## config.mk

```make
export PLATFORM = sky130hd
export DESIGN_NAME = ordered_list_insert_at_position_unit
export DESIGN_NICKNAME = d
export VERILOG_FILES = /design/src/rtl/olins_pkg.sv /design/src/rtl/olins_ram.sv /design/src/rtl/ordered_list_insert_at_position_unit.sv
export SDC_FILE = /design/constraint.sdc
export NUM_CORES = 1
export LEC_CHECK = 0
export ABC_AREA = 1
export CORE_UTILIZATION = 49
export DETAILED_ROUTE_END_ITERATION = 12
export DONT_BUFFER_PORTS = 1
export GPL_TIMING_DRIVEN = 1
export PLACE_DENSITY = 0.67
export SLEW_MARGIN = 20
export SYNTH_ARGS = -nofsm -noshare
export SYNTH_HDL_FRONTEND = slang
export SYNTH_HIERARCHICAL = 1
export SYNTH_SLANG_ARGS = --single-unit
```

## constraint.sdc

```tcl
create_clock -name clk -period 4.1 [get_ports clk]
set_clock_uncertainty 0.15 [all_clocks]
set_input_delay 0.41 -clock clk [delete_from_list [all_inputs] [get_ports clk]]
set_output_delay 0.41 -clock clk [all_outputs]
set_load 0.01 [all_outputs]
```

## src/rtl/olins_pkg.sv

```systemverilog
// ----------------------------------------------------------------------------
// olins_pkg
// Shared types and constants for the ordered list insert-at-position unit.
// ----------------------------------------------------------------------------
package olins_pkg;

  localparam int CAPACITY = 16;
  localparam int ADDR_W   = $clog2(CAPACITY);
  localparam int CNT_W    = $clog2(CAPACITY + 1);
  localparam int DATA_W   = 32;

  typedef enum logic [1:0] {
    STATUS_INSERTED = 2'd0,
    STATUS_BADPOS   = 2'd1,
    STATUS_FULL     = 2'd2,
    STATUS_REPORT   = 2'd3
  } status_t;

  typedef enum logic {
    OP_INSERT   = 1'b0,
    OP_TRAVERSE = 1'b1
  } opcode_t;

  typedef struct packed {
    logic               opcode;
    logic [4:0]         position;
    logic signed [31:0] value;
  } in_beat_t;

  typedef struct packed {
    logic [1:0]         status;
    logic signed [31:0] element;
    logic [3:0]         element_index;
    logic               is_empty;
    logic [4:0]         list_length;
    logic               last;
  } out_beat_t;

endpackage

```

## src/rtl/olins_ram.sv

```systemverilog
// ----------------------------------------------------------------------------
// olins_ram
// Simple dual-port RAM: one write port, one read port, registered read data.
// ----------------------------------------------------------------------------
module olins_ram #(
  parameter int DEPTH  = 16,
  parameter int WIDTH  = 32,
  parameter int AW     = $clog2(DEPTH)
) (
  input  logic             clk,
  input  logic             wr_en,
  input  logic [AW-1:0]    wr_addr,
  input  logic [WIDTH-1:0] wr_data,
  input  logic             rd_en,
  input  logic [AW-1:0]    rd_addr,
  output logic [WIDTH-1:0] rd_data
);

  logic [WIDTH-1:0] mem [DEPTH];

  always_ff @(posedge clk) begin
    if (wr_en) begin
      mem[wr_addr] <= wr_data;
    end
  end

  // Read data holds its value until the next read.
  always_ff @(posedge clk) begin
    if (rd_en) begin
      rd_data <= mem[rd_addr];
    end
  end

endmodule

```

## src/rtl/ordered_list_insert_at_position_unit.sv

```systemverilog
// ----------------------------------------------------------------------------
// ordered_list_insert_at_position_unit
// Bounded ordered list of signed 32-bit elements with insert and traverse.
// ----------------------------------------------------------------------------
// Usage: the input channel (in_valid, in_stall, in_data) carries one command
// beat: an insert of a value at a 1-based position, or a traverse. The result
// channel (out_valid, out_stall, out_data) returns one beat per insert
// (inserted, bad position or list full) and, per traverse, one beat per stored
// element in order with the last flag on the final one, or a single empty
// report. The elements live in a 16-entry RAM with registered read data.
// An insert that moves elements shifts them first, one element a cycle down
// from the tail, reading entry j-1 and writing entry j in the next cycle,
// after which the new value is written. An insert at the end moves nothing.
// A rejected insert or an empty traverse goes from acceptance straight to
// its single result beat. A traverse streams one beat a cycle while the
// receiver does not stall; the RAM ports set the pace. One command is worked
// on at a time; the next is taken once the previous one has handed its last
// beat to the output register. Reset empties the list (count zero, RAM
// contents left as they are) and drops any pending result. When the
// receiver stalls, the output register holds its beat and the unit waits.
// ----------------------------------------------------------------------------
module ordered_list_insert_at_position_unit
  import olins_pkg::*;
(
  input  logic      clk,
  input  logic      rst_n,
  input  logic      in_valid,
  output logic      in_stall,
  input  in_beat_t  in_data,
  output logic      out_valid,
  input  logic      out_stall,
  output out_beat_t out_data
);

  typedef enum logic [2:0] {
    S_IDLE,
    S_SHIFT,
    S_PUT,
    S_RESP,
    S_TRAV
  } state_t;

  state_t             state_r, state_nxt;
  logic [CNT_W-1:0]   count_r, count_nxt;
  logic [4:0]         pos_r, pos_nxt;
  logic [DATA_W-1:0]  val_r, val_nxt;
  status_t            resp_status_r, resp_status_nxt;
  logic               resp_empty_r, resp_empty_nxt;
  // Shift index (insert) or next read index (traverse).
  logic [CNT_W-1:0]   idx_r, idx_nxt;
  logic               wr_pend_r, wr_pend_nxt;
  logic [ADDR_W-1:0]  wr_addr_r, wr_addr_nxt;
  logic               rd_pend_r, rd_pend_nxt;
  logic [ADDR_W-1:0]  rd_idx_r, rd_idx_nxt;
  logic               out_valid_r, out_valid_nxt;
  out_beat_t          out_data_r, out_data_nxt;

  logic               ram_wr_en;
  logic [ADDR_W-1:0]  ram_wr_addr;
  logic [DATA_W-1:0]  ram_wr_data;
  logic               ram_rd_en;
  logic [ADDR_W-1:0]  ram_rd_addr;
  logic [DATA_W-1:0]  ram_rd_data;

  logic               in_fire;
  logic               out_free;
  logic               consume;
  logic [CNT_W:0]     count_plus1;
  logic               pos_bad;
  logic [CNT_W-1:0]   pos_ext;

  olins_ram #(
    .DEPTH (CAPACITY),
    .WIDTH (DATA_W)
  ) u_ram (
    .clk     (clk),
    .wr_en   (ram_wr_en),
    .wr_addr (ram_wr_addr),
    .wr_data (ram_wr_data),
    .rd_en   (ram_rd_en),
    .rd_addr (ram_rd_addr),
    .rd_data (ram_rd_data)
  );

  assign in_stall  = (state_r != S_IDLE);
  assign in_fire   = in_valid && !in_stall;
  assign out_valid = out_valid_r;
  assign out_data  = out_data_r;
  assign out_free  = !out_valid_r || !out_stall;

  assign count_plus1 = {1'b0, count_r} + (CNT_W + 1)'(1);
  assign pos_bad     = (in_data.position == 5'd0) ||
                       ({{(CNT_W + 1 - 5){1'b0}}, in_data.position} > count_plus1);
  assign pos_ext     = CNT_W'(pos_r);

  // A traverse beat moves from RAM read data into the output register.
  assign consume = (state_r == S_TRAV) && rd_pend_r && out_free;

  always_comb begin
    state_nxt       = state_r;
    count_nxt       = count_r;
    pos_nxt         = pos_r;
    val_nxt         = val_r;
    resp_status_nxt = resp_status_r;
    resp_empty_nxt  = resp_empty_r;
    idx_nxt         = idx_r;
    wr_pend_nxt     = 1'b0;
    wr_addr_nxt     = wr_addr_r;
    rd_pend_nxt     = rd_pend_r;
    rd_idx_nxt      = rd_idx_r;
    out_valid_nxt   = out_valid_r && out_stall;
    out_data_nxt    = out_data_r;

    ram_wr_en   = 1'b0;
    ram_wr_addr = wr_addr_r;
    ram_wr_data = ram_rd_data;
    ram_rd_en   = 1'b0;
    ram_rd_addr = '0;

    // Shifted element read last cycle goes to its new slot.
    if (wr_pend_r) begin
      ram_wr_en = 1'b1;
    end

    case (state_r)
      S_IDLE: begin
        if (in_fire) begin
          pos_nxt        = in_data.position;
          val_nxt        = in_data.value;
          resp_empty_nxt = 1'b0;
          idx_nxt        = count_r;
          if (in_data.opcode == OP_TRAVERSE) begin
            if (count_r == '0) begin
              resp_status_nxt = STATUS_REPORT;
              resp_empty_nxt  = 1'b1;
              state_nxt       = S_RESP;
            end else begin
              idx_nxt     = '0;
              rd_pend_nxt = 1'b0;
              state_nxt   = S_TRAV;
            end
          end else if (pos_bad) begin
            resp_status_nxt = STATUS_BADPOS;
            state_nxt       = S_RESP;
          end else if (count_r == CNT_W'(CAPACITY)) begin
            resp_status_nxt = STATUS_FULL;
            state_nxt       = S_RESP;
          end else begin
            resp_status_nxt = STATUS_INSERTED;
            if ({{(CNT_W + 1 - 5){1'b0}}, in_data.position} == count_plus1) begin
              state_nxt = S_PUT;
            end else begin
              state_nxt = S_SHIFT;
            end
          end
        end
      end

      S_SHIFT: begin
        // Read entry idx-1 now, write it to entry idx next cycle.
        ram_rd_en   = 1'b1;
        ram_rd_addr = ADDR_W'(idx_r - CNT_W'(1));
        wr_pend_nxt = 1'b1;
        wr_addr_nxt = ADDR_W'(idx_r);
        if (idx_r == pos_ext) begin
          state_nxt = S_PUT;
        end else begin
          idx_nxt = idx_r - CNT_W'(1);
        end
      end

      S_PUT: begin
        // The last shifted write drains first; then the new value goes in.
        if (!wr_pend_r) begin
          ram_wr_en   = 1'b1;
          ram_wr_addr = ADDR_W'(pos_r - 5'd1);
          ram_wr_data = val_r;
          count_nxt   = count_r + CNT_W'(1);
          state_nxt   = S_RESP;
        end
      end

      S_RESP: begin
        if (out_free) begin
          out_valid_nxt              = 1'b1;
          out_data_nxt.status        = resp_status_r;
          out_data_nxt.element       = '0;
          out_data_nxt.element_index = '0;
          out_data_nxt.is_empty      = resp_empty_r;
          out_data_nxt.list_length   = 5'(count_r);
          out_data_nxt.last          = 1'b1;
          state_nxt                  = S_IDLE;
        end
      end

      S_TRAV: begin
        if (consume) begin
          out_valid_nxt              = 1'b1;
          out_data_nxt.status        = STATUS_REPORT;
          out_data_nxt.element       = signed'(ram_rd_data);
          out_data_nxt.element_index = 4'(rd_idx_r);
          out_data_nxt.is_empty      = 1'b0;
          out_data_nxt.list_length   = 5'(count_r);
          out_data_nxt.last          = (CNT_W'(rd_idx_r) + CNT_W'(1) == count_r);
          rd_pend_nxt                = 1'b0;
        end
        // Issue the next read only when the read data register is free.
        if ((idx_r < count_r) && (!rd_pend_r || consume)) begin
          ram_rd_en   = 1'b1;
          ram_rd_addr = ADDR_W'(idx_r);
          rd_pend_nxt = 1'b1;
          rd_idx_nxt  = ADDR_W'(idx_r);
          idx_nxt     = idx_r + CNT_W'(1);
        end else if ((idx_r == count_r) && (!rd_pend_r || consume)) begin
          state_nxt = S_IDLE;
        end
      end

      default: begin
        state_nxt = S_IDLE;
      end
    endcase
  end

  always_ff @(posedge clk) begin
    if (!rst_n) begin
      state_r     <= S_IDLE;
      count_r     <= '0;
      wr_pend_r   <= 1'b0;
      rd_pend_r   <= 1'b0;
      out_valid_r <= 1'b0;
    end else begin
      state_r     <= state_nxt;
      count_r     <= count_nxt;
      wr_pend_r   <= wr_pend_nxt;
      rd_pend_r   <= rd_pend_nxt;
      out_valid_r <= out_valid_nxt;
    end
    pos_r         <= pos_nxt;
    val_r         <= val_nxt;
    resp_status_r <= resp_status_nxt;
    resp_empty_r  <= resp_empty_nxt;
    idx_r         <= idx_nxt;
    wr_addr_r     <= wr_addr_nxt;
    rd_idx_r      <= rd_idx_nxt;
    out_data_r    <= out_data_nxt;
  end

endmodule

```

; Yosys cells after proc, flatten, opt, wreduce, memory -nomap -nowiden
; Memory sizes are Yosys's and may differ from the RTL's. A register that Yosys moved wholly into a read port is not among the register bits.
; Index checks and enable logic that the tools add are counted.
[op_classes]
muxes = 49
n_addsub = 6
n_bitwise = 1
magnitude_cmp = 2
reduce_logical = 28
n_eq_ne = 22
[ops]
columns = op, n
row1 = 2-to-1 mux 45 bit, 2
row2 = case mux 45 bit (2 select lines), 1
row3 = 2-to-1 mux 32 bit, 2
row4 = 2-to-1 mux 5 bit, 5
row5 = 2-to-1 mux 3 bit, 8
row6 = "!= test 2 bit, second input constant", 9
row7 = equality test 5 bit, 3
row8 = 2-to-1 mux 1 bit, 15
row9 = case mux 3 bit (5 select lines), 1
row10 = case mux 5 bit (3 select lines), 1
row11 = 2-to-1 mux 2 bit, 7
row12 = 2-to-1 mux 4 bit, 3
row13 = "adder 5 x 1 -> 5 bit, second input constant", 2
row14 = zero test 5 bit, 2
row15 = case mux 4 bit (2 select lines), 1
row16 = "adder 5 x 1 -> 6 bit, second input constant", 1
row17 = "equality test 3 x 2 -> 1 bit, second input constant", 2
row18 = equality test 5 x 6 -> 1 bit, 1
row19 = > comparator 5 x 6 -> 1 bit, 1
row20 = logical AND 1 bit, 6
row21 = "!= test 2 x 1 -> 1 bit, second input constant", 3
row22 = case mux 1 bit (2 select lines), 3
row23 = AND reduction 2 bit, 3
row24 = AND reduction 3 bit, 2
row25 = other kinds (17), 24
[totals]
out_inout_bits = 47
memories = 1
mem_bits_rw = 512
in_bits = 42
regBits = 109
[memory_table]
columns = memory, depth, word_bits, rd, rd_ports_with_merged_regs, wr, line
row1 = u_ram.mem, 16, 32, 1, 1, 1, olins_ram.sv:19  ; logic [WIDTH-1:0] mem [DEPTH];

; Depth between registers and ports, before layout
; Gate-level depths: netlist of run 1.
[depth]
ltp_word = 8
ltp_mapped = 19
depth_no_buf = 16

; Hierarchy
; Netlist of run 1, hierarchy kept.
[by_module_without_submodules]
columns = mod, seq_area_each_um2, cells_per_inst, instances, area_each_um2
row1 = olins_ram, 16335.7, 2122, 1, 23065.9
row2 = ordered_list_insert_at_position_unit, 3163.0, 504, 1, 5087.4

; Least setup slack after synthesis of run 1
; OpenSTA, ideal clock, no wires.
[synth_path]
path_kind = flip-flop to flip-flop
startpoint = reg state_r[1]
endpoint = reg out_data_r (netlist bit out_data[0]), enable pin
slack_ns = 0.313
t_arrival_ns = 3.175
stages_incl_launch_ff = 7
synth_period_minus_slack_ns = 3.787
cell_sequence = dfxtp_1 > nor2_2 > nand2_1 > inv_1 > buf_4 > nand3_1 > a21oi_1
[synth_via]
elab_chain_cells = 5
word_cells_on_any_way = 8
classes_between = eq/ne (4) / reduce/logical (4)
[synth_rtl]
columns = element, line
row1 = "start, declared", ordered_list_insert_at_position_unit.sv:43  ; state_t state_r, state_nxt;
row2 = "start signal, assigned", ordered_list_insert_at_position_unit.sv:233  ; state_r <= state_nxt;
row3 = equality test 3 bit, "ordered_list_insert_at_position_unit.sv:97, ordered_list_insert_at_position_unit.sv:125"
row4 = logical AND 1 bit (2 in a row), ordered_list_insert_at_position_unit.sv:97  ; assign consume = (state_r == S_TRAV) && rd_pend_r && out_free;
row5 = != test 2 bit (no source line), n/a
row6 = AND reduction 3 bit (no source line) *, n/a
row7 = "end signal, assigned", ordered_list_insert_at_position_unit.sv:246  ; out_data_r <= out_data_nxt;
row8 = "end, declared", ordered_list_insert_at_position_unit.sv:56  ; out_beat_t out_data_r, out_data_nxt;
; Every way passes the cells marked *; elsewhere a longest branch is shown, timed or not.
; A chain may end at the register's enable or synchronous reset.

; Worst setup path after layout of run 1
[layout_path]
startpoint = reg count_r[4]
endpoint = reg u_ram.rd_data[11], read port of u_ram.mem (data pin)
[layout_via]
elab_chain_cells = 4
word_cells_on_any_way = 6
classes_between = order compare (1) / mux (4) / reduce/logical (1)
[layout_rtl]
columns = element, line
row1 = "start, declared", ordered_list_insert_at_position_unit.sv:44  ; logic [CNT_W-1:0] count_r, count_nxt;
row2 = "start signal, assigned", ordered_list_insert_at_position_unit.sv:234  ; count_r <= count_nxt;
row3 = < comparator 5 bit, ordered_list_insert_at_position_unit.sv:208  ; if ((idx_r < count_r) && (!rd_pend_r || consume)) begin
row4 = logical AND 1 bit, ordered_list_insert_at_position_unit.sv:208
row5 = 2-to-1 mux 4 bit, ordered_list_insert_at_position_unit.sv:208
row6 = case mux 4 bit (2 select lines), ordered_list_insert_at_position_unit.sv:125  ; case (state_r)
row7 = via ram_rd_addr[0], ordered_list_insert_at_position_unit.sv:62  ; logic [ADDR_W-1:0] ram_rd_addr;
row8 = "end, declared", olins_ram.sv:16  ; output logic [WIDTH-1:0] rd_data
; The timed path passes the listed nets, and every way through them passes these cells.

==> impl_metrics.json, run 1 <==
{
  "cts_setup_buffers": 0,
  "yosys_warnings": 6,
  "dieArea_um2": 58400,
  "p_leak_nw": 13.2,
  "clkTransAtPathRegs_ns": 0.06,
  "rows": 87,
  "met3_usage_pct": 3.37,
  "min_period_over_period_pct": 86.1,
  "synthArstFlopShare_pct": 0,
  "core_area_um2": 56600,
  "hold-worst-slack_ns": 0.0932,
  "critPathKind": "flop to flop",
  "synth_top_family_by_area": "simple AND/OR/NAND/NOR gates",
  "critPathMaxFanout": 119,
  "synthXorXnorAreaFrac_pct": 0.373,
  "hold_viol_final": 0,
  "place_hpwl_mm": 34.4,
  "cts-root-buf": "clkbuf_16",
  "grt_pass1_wl_mm": 102,
  "synth_compound_area_share_pct": 1.41,
  "synthMuxAreaShare_pct": 0,
  "worst_setup_path_start_kind": "flop",
  "grt_antenna_before_repair": 0,
  "initial_utilization_pct": 49.7,
  "pre_cts_ws_ns": 0.680,
  "portBuffers": 0,
  "yosys.area_share.simple_pct": 19.1,
  "tightest_slew_ns": 0.969,
  "synth_nets": 2684,
  "syn_inst": 2626,
  "cts_buffer_depth": 3,
  "first_pass_iters": 6,
  "overflow": 0,
  "layout-drive-gt1-share_pct": 7.85,
  "cts-buffers-inserted": 71,
  "area_growth_pct": 14.0,
  "setup_viol": 0,
  "ys_seq_area_share_pct": 69.3,
  "period_needed_ns": 3.53,
  "num_vias": 18394,
  "fin_nets": 2754,
  "layout_setup_ws_ns": 0.571,
  "synth_area_um2": 28200,
  "status": "completed",
  "fp.dieH_um": 242,
  "antenna_cells": 0,
  "tns_ns": 0,
  "grt_usage_pct": 23.0,
  "cp-end-kind": "flop",
  "synthAdderAreaFrac_pct": 0.711,
  "synth_edf_count": 642,
  "grt_util_met2_pct": 38.4,
  "ys_top_cells_by_area": "edfxtp_1 (68%), nand2_1 (10%), nand3_1 (7.2%)",
  "peakVddDrop_uv": 464,
  "cp.required_ns": 4.31,
  "synth_top_area_share_pct": 68.5,
  "power_density_nw_per_um2": 725,
  "drt_iter0_markers": 1805,
  "totalWireLength_mm": 66.7,
  "rsz0062_at_grt": "no",
  "clk_latency_ns": 0.62,
  "cts_hold_buf": 41,
  "io_pins": 89,
  "worstPathArrival_ns": 3.74,
  "hp-class": "input port to flop",
  "synth_top_area_cell": "edfxtp_1",
  "grtUsageMet1_pct": 31.0,
  "r2r_slack_ns": 0.57,
  "cts_tree": "built",
  "ys_seq_elements": 653,
  "grt_pass1_vias": 17740,
  "drc": 0,
  "gp_congestion": 0.847,
  "yosysUniqueCellTypes": 38,
  "cts.sinks": 653,
  "wl_per_cell_um": 19.0,
  "syn_area_per_cell_um2": 10.7,
  "finalMaxSlewViolations": 0,
  "drtAntennaViolNets": 0,
  "max_freq_mhz": 283,
  "grt_max_degree": 169,
  "relSlewSlack_pct": 35.0,
  "cts_resized": 0,
  "cts_max_level": 3,
  "via_per_inst": 5.24,
  "grt_busiest_layer": "met2",
  "die_width_um": 242,
  "drv_cap": 0,
  "synth-main-ff-cell": "edfxtp_1"
}
## cells by family (layout without fill, tap and decap cells)
| logic type | Yosys count | in the layout |
|---|---|---|
| AND/OR/NAND/NOR | 1276 | 1276 |
| buffers and inverters | 594 | 721 |
| AO/OA/AOI/OAI | 75 | 75 |
| adder cells (fa/ha/maj) | 16 | 16 |
| flip-flops | 653 | 653 |
| XOR/XNOR | 12 | 12 |
## path summary, 6_finish.rpt
path                                 from                     endpoint  depth (start not counted)
hold reg to reg    rd_pend_r$_SDFFE_PN0P_       rd_pend_r$_SDFFE_PN0P_                          2
setup reg to reg  count_r[4]$_SDFFE_PN0P_  u_ram/rd_data[11]$_DFFE_PP_                         15
setup / recovery  count_r[4]$_SDFFE_PN0P_  u_ram/rd_data[11]$_DFFE_PP_                         15
hold / removal                   in_valid       rd_pend_r$_SDFFE_PN0P_                          5
## synthesized netlist by cell type (11+ instances only)
master and number:
a21oi_1 15, buf_1 18, buf_2 47, buf_4 14
buf_6 26, clkbuf_1 12, dfxtp_1 11, edfxtp_1 642
ha_1 16, inv_1 472, nand2_1 765, nand3_1 403
nor2_1 81, o21ai_0 52
## registers in the layout, indices dropped and copies added (netlist names)
signal         flops
val_r             32
out_data          45
pos_ext            5
resp_status_r      2
rd_idx_r           4
u_ram/mem        512
count_r            5
wr_addr_r          4
rd_pend_r          1
idx_r              5
wr_pend_r          1
u_ram/rd_data     32
resp_empty_r       1
state_r            3
out_valid          1
## where the power goes
group          leakage [nW]  internal (mW)  switching, mW
combinational          6.15           1.94           4.98
clock                  1.16           3.90           2.60
sequential             5.92           9.50          0.353
total                  13.2           15.3           7.93
## through the flow
step           area, um2  cells  util [%]  total power [mW]
2_1_floorplan      28200   2626         -              14.5
3_3_place_gp       29300   3338      51.8              16.6
3_5_place_dp       29300   3338      51.8              16.8
4_1_cts            32100   3509      56.7              23.4
5_1_grt            32100   3509      56.7              24.4
6_report           32100   3509      56.7              23.3
## cells in the final DEF, fill, tap and decap left out, types with 2 or more instances in the layout
cell,Yosys,final
xor2_1,7,7
dlygate4sd3_1,0,41
clkinv_2,0,10
nand3_1,403,403
o21ai_0,52,46
clkinv_8,0,3
dfxtp_1,11,11
buf_12,1,19
nor2_4,1,19
o21ai_4,0,4
nand4_1,4,4
xnor2_1,5,5
o21ai_2,1,2
clkbuf_1,12,20
bufinv_16,0,10
nor2_1,81,64
o211ai_1,2,2
a21oi_1,15,14
nand3b_1,4,4
buf_4,14,56
edfxtp_1,642,642
inv_1,472,471
nand2_2,1,3
inv_6,1,4
nand2_1,765,763
nor3_1,7,7
clkinv_1,1,10
or2_2,4,4
ha_1,16,16
clkbuf_16,0,72
o31ai_1,2,2
## final cells by class
cell class,instances,area (um2)
clock inverter,38,498
inverter,475,1790
tap,756,946
timing repair buffer,116,1210
multi-input combinational,1379,6280
clock buffer,92,1880
fill,4648,24500
sequential,653,19500
## critical path, stage by stage, from the launching register on
cell and delay (ns):
dfxtp_1 0.38, clkinv_1 0.26, ha_1 0.39, nand2_1 0.11, inv_1 0.05, nand2_1 0.06, nand2_1 0.05, nor2_1 0.17
nand3_2 0.13, o21ai_4 0.41, buf_12 0.42, nand2_1 0.11, nand3_1 0.11, nand3_1 0.11, nand3_1 0.11, nand2_1 0.07
## layer usage
| metal | wire length (um) | vias to the layer above |
|---|---|---|
| met5 | 0 | - |
| met4 | 1500 | 0 |
| met3 | 4600 | 120 |
| met2 | 32400 | 656 |
| met1 | 28200 | 8911 |
| li1 | - | 8707 |
No activity file was read; power rests on OpenSTA's default activity.
==> run 2, diff against run 1 <==
Settings changed: CORE_ASPECT_RATIO set to 0.75, RECOVER_POWER set to 50.
==> run 2 against run 1 <==
Net effect:
- the flow now finishes with violations (max-capacitance violations, max-slew violations)
- maximum frequency fell by 6.6%
- clock-buffer cell count fell by 10
- combinational power fell by 3%
- non-clock buffer count rose by 4
- critical path type unchanged
- critical endpoint unchanged
==> impl_metrics.json, run 2 (same netlist as run 1, synthesis figures left out) <==
{
  "fillers": 4667,
  "period_needed_ns": 3.78,
  "totalWireLength_mm": 67.1,
  "swShare_pct": 34.7,
  "die_width_um": 279,
  "cts_max_level": 3,
  "grt_antenna_before_repair": 0,
  "p_leak_nw": 13.0,
  "area_growth_pct": 12.2,
  "grt_pass1_wl_mm": 103,
  "status": "finished, violations left",
  "power.total_mw": 22.5,
  "critical_path.startpoint": "count_r[4]$_SDFFE_PN0P_",
  "io_pins": 89,
  "fin_nets": 2753,
  "largest_register": "u_ram/mem",
  "antenna_cells": 0,
  "pwr-share-seq_pct": 43.7,
  "clkPwrFrac_pct": 26.4,
  "via_per_inst": 5.26,
  "clk_latency_ns": 0.61,
  "violations": "max-capacitance violations, max-slew violations",
  "grt_max_degree": 171,
  "cts-buffers-inserted": 66,
  "rows": 75,
  "overflow": 0,
  "num_vias": 18287,
  "cts.sinks": 653,
  "finalMaxSlewViolations": 55,
  "final_common_cell": "nand2_1",
  "cp.required_ns": 4.29,
  "worst_setup_path_start_kind": "flop",
  "hold-worst-slack_ns": 0.108,
  "hold_viol_final": 0,
  "critPathKind": "flop to flop",
  "portBuffers": 0,
  "cts_buffer_depth": 3,
  "initial_utilization_pct": 50.0,
  "peakVddDrop_uv": 492,
  "mostFrequentLayoutCells": "nand2_1 (765), edfxtp_1 (642), inv_1 (471)",
  "drt_iter0_markers": 1835,
  "first_pass_iters": 8,
  "drc": 0,
  "combPwrFrac_pct": 29.8,
  "gp_congestion": 0.864,
  "power_switching_mw": 7.81,
  "min_period_over_period_pct": 92.1,
  "fp.dieH_um": 210,
  "tns_ns": 0,
  "cts-root-buf": "clkbuf_16",
  "utilization_pct": 56.1,
  "grt_pass1_vias": 17801,
  "layout-drive-gt1-share_pct": 6.09,
  "r2r_start": "count_r[4]$_SDFFE_PN0P_",
  "worstPathArrival_ns": 3.97,
  "place_hpwl_mm": 34.8,
  "rsz0062_at_grt": "no",
  "hp-class": "input port to flop",
  "drv_cap": 2,
  "grt_usage_pct": 23.4,
  "largest_reg_flops": 512,
  "critPathMaxFanout": 170,
  "wl_per_cell_um": 19.3,
  "tightest_slew_ns": 2.65,
  "setup_viol": 0,
  "cp-end-kind": "flop",
  "power_density_nw_per_um2": 712,
  "cts_tree": "built",
  "drtAntennaViolNets": 0,
  "p_int_mw": 14.7,
  "min_from": "in_valid",
  "dieArea_um2": 58400,
  "cts_resized": 0,
  "core_area_um2": 56300,
  "clkTransAtPathRegs_ns": 0.07,
  "max_freq_mhz": 265,
  "relSlewSlack_pct": -76.3
}
==> run 2: cell types whose count changed in the layout (fill, tap and decap cells not counted), sizes merged <==
cell      before  now
buf           75   44
bufinv        10    5
clkbuf        92  117
clkinv        23   28
clkinvlp       1    2
inv          479  475
==> run 2: stage by stage <==
stage / instances / cell area, um2 / setup WS (ns)
2_1_floorplan: 2626 / 28200 / 0.313
3_3_place_gp: 3317 / 29300 / 0.647
3_5_place_dp: 3317 / 29300 / 0.549
4_1_cts: 3475 / 31800 / 0.495
5_1_grt: 3475 / 31600 / 0.110
6_report: 3475 / 31600 / 0.323
==> run 2: repair_timing <==
action                     in CTS  in global routing
buffers inserted                0                  0
hold endpoints to repair       52                  0
hold buffers                   41                  0
setup endpoints to repair       0                  0
==> run 2: final cells by class <==
cell class / count / area, um2 / share of cell area [%]
Sequential cell: 653 / 19500 / 61.7
Multi-Input combinational cell: 1379 / 6240 / 19.8
Clock buffer: 82 / 1820 / 5.75
Inverter: 475 / 1790 / 5.67
Timing Repair Buffer: 120 / 1040 / 3.28
Tap cell: 731 / 915 / 2.89
Clock inverter: 35 / 292 / 0.923
==> run 2: layer usage <==
layer	track usage, %	vias up	part of all wire (%)
met5	0	-	0
met3	4.11	123	8.0
li1	-	8687	-
met1	33.1	8756	43
met2	37.6	721	47
met4	6.42	0	2.0
==> run 2: path summary, 6_finish.rpt <==
kind                            cells past startpoint  slack [ns]                           to
worst max-delay path                               15        0.32  u_ram/rd_data[11]$_DFFE_PP_
worst min-delay path                                5        0.11       rd_pend_r$_SDFFE_PN0P_
worst max register to register                     15        0.32  u_ram/rd_data[11]$_DFFE_PP_
worst min register to register                      1        0.35   out_data[43]$_SDFFCE_PP1P_
==> run 2: worst max-delay path, cell delays in order, from the launching register on <==
cell,delay [ns]
dfxtp_1,0.38
clkinv_1,0.27
ha_1,0.40
nand2_1,0.12
inv_1,0.05
nand2_1,0.06
nand2_1,0.05
nor2_1,0.13
nand3_1,0.23
o21ai_4,0.34
buf_12,0.52
nand2_1,0.15
nand3_1,0.13
nand3_1,0.08
nand3_1,0.11
nand2_1,0.09
==> run 2: power by group through the flow <==
| stage | logic, mW | clock network, mW | registers, mW |
|---|---|---|---|
| CTS | 6.93 | 6.04 | 9.82 |
| finish | 6.72 | 5.94 | 9.85 |
| floorplan | 4.57 | 0 | 9.93 |
| global route | 7.46 | 6.28 | 9.93 |
| detailed placement | 6.86 | 0 | 9.95 |
| global placement | 6.67 | 0 | 9.94 |
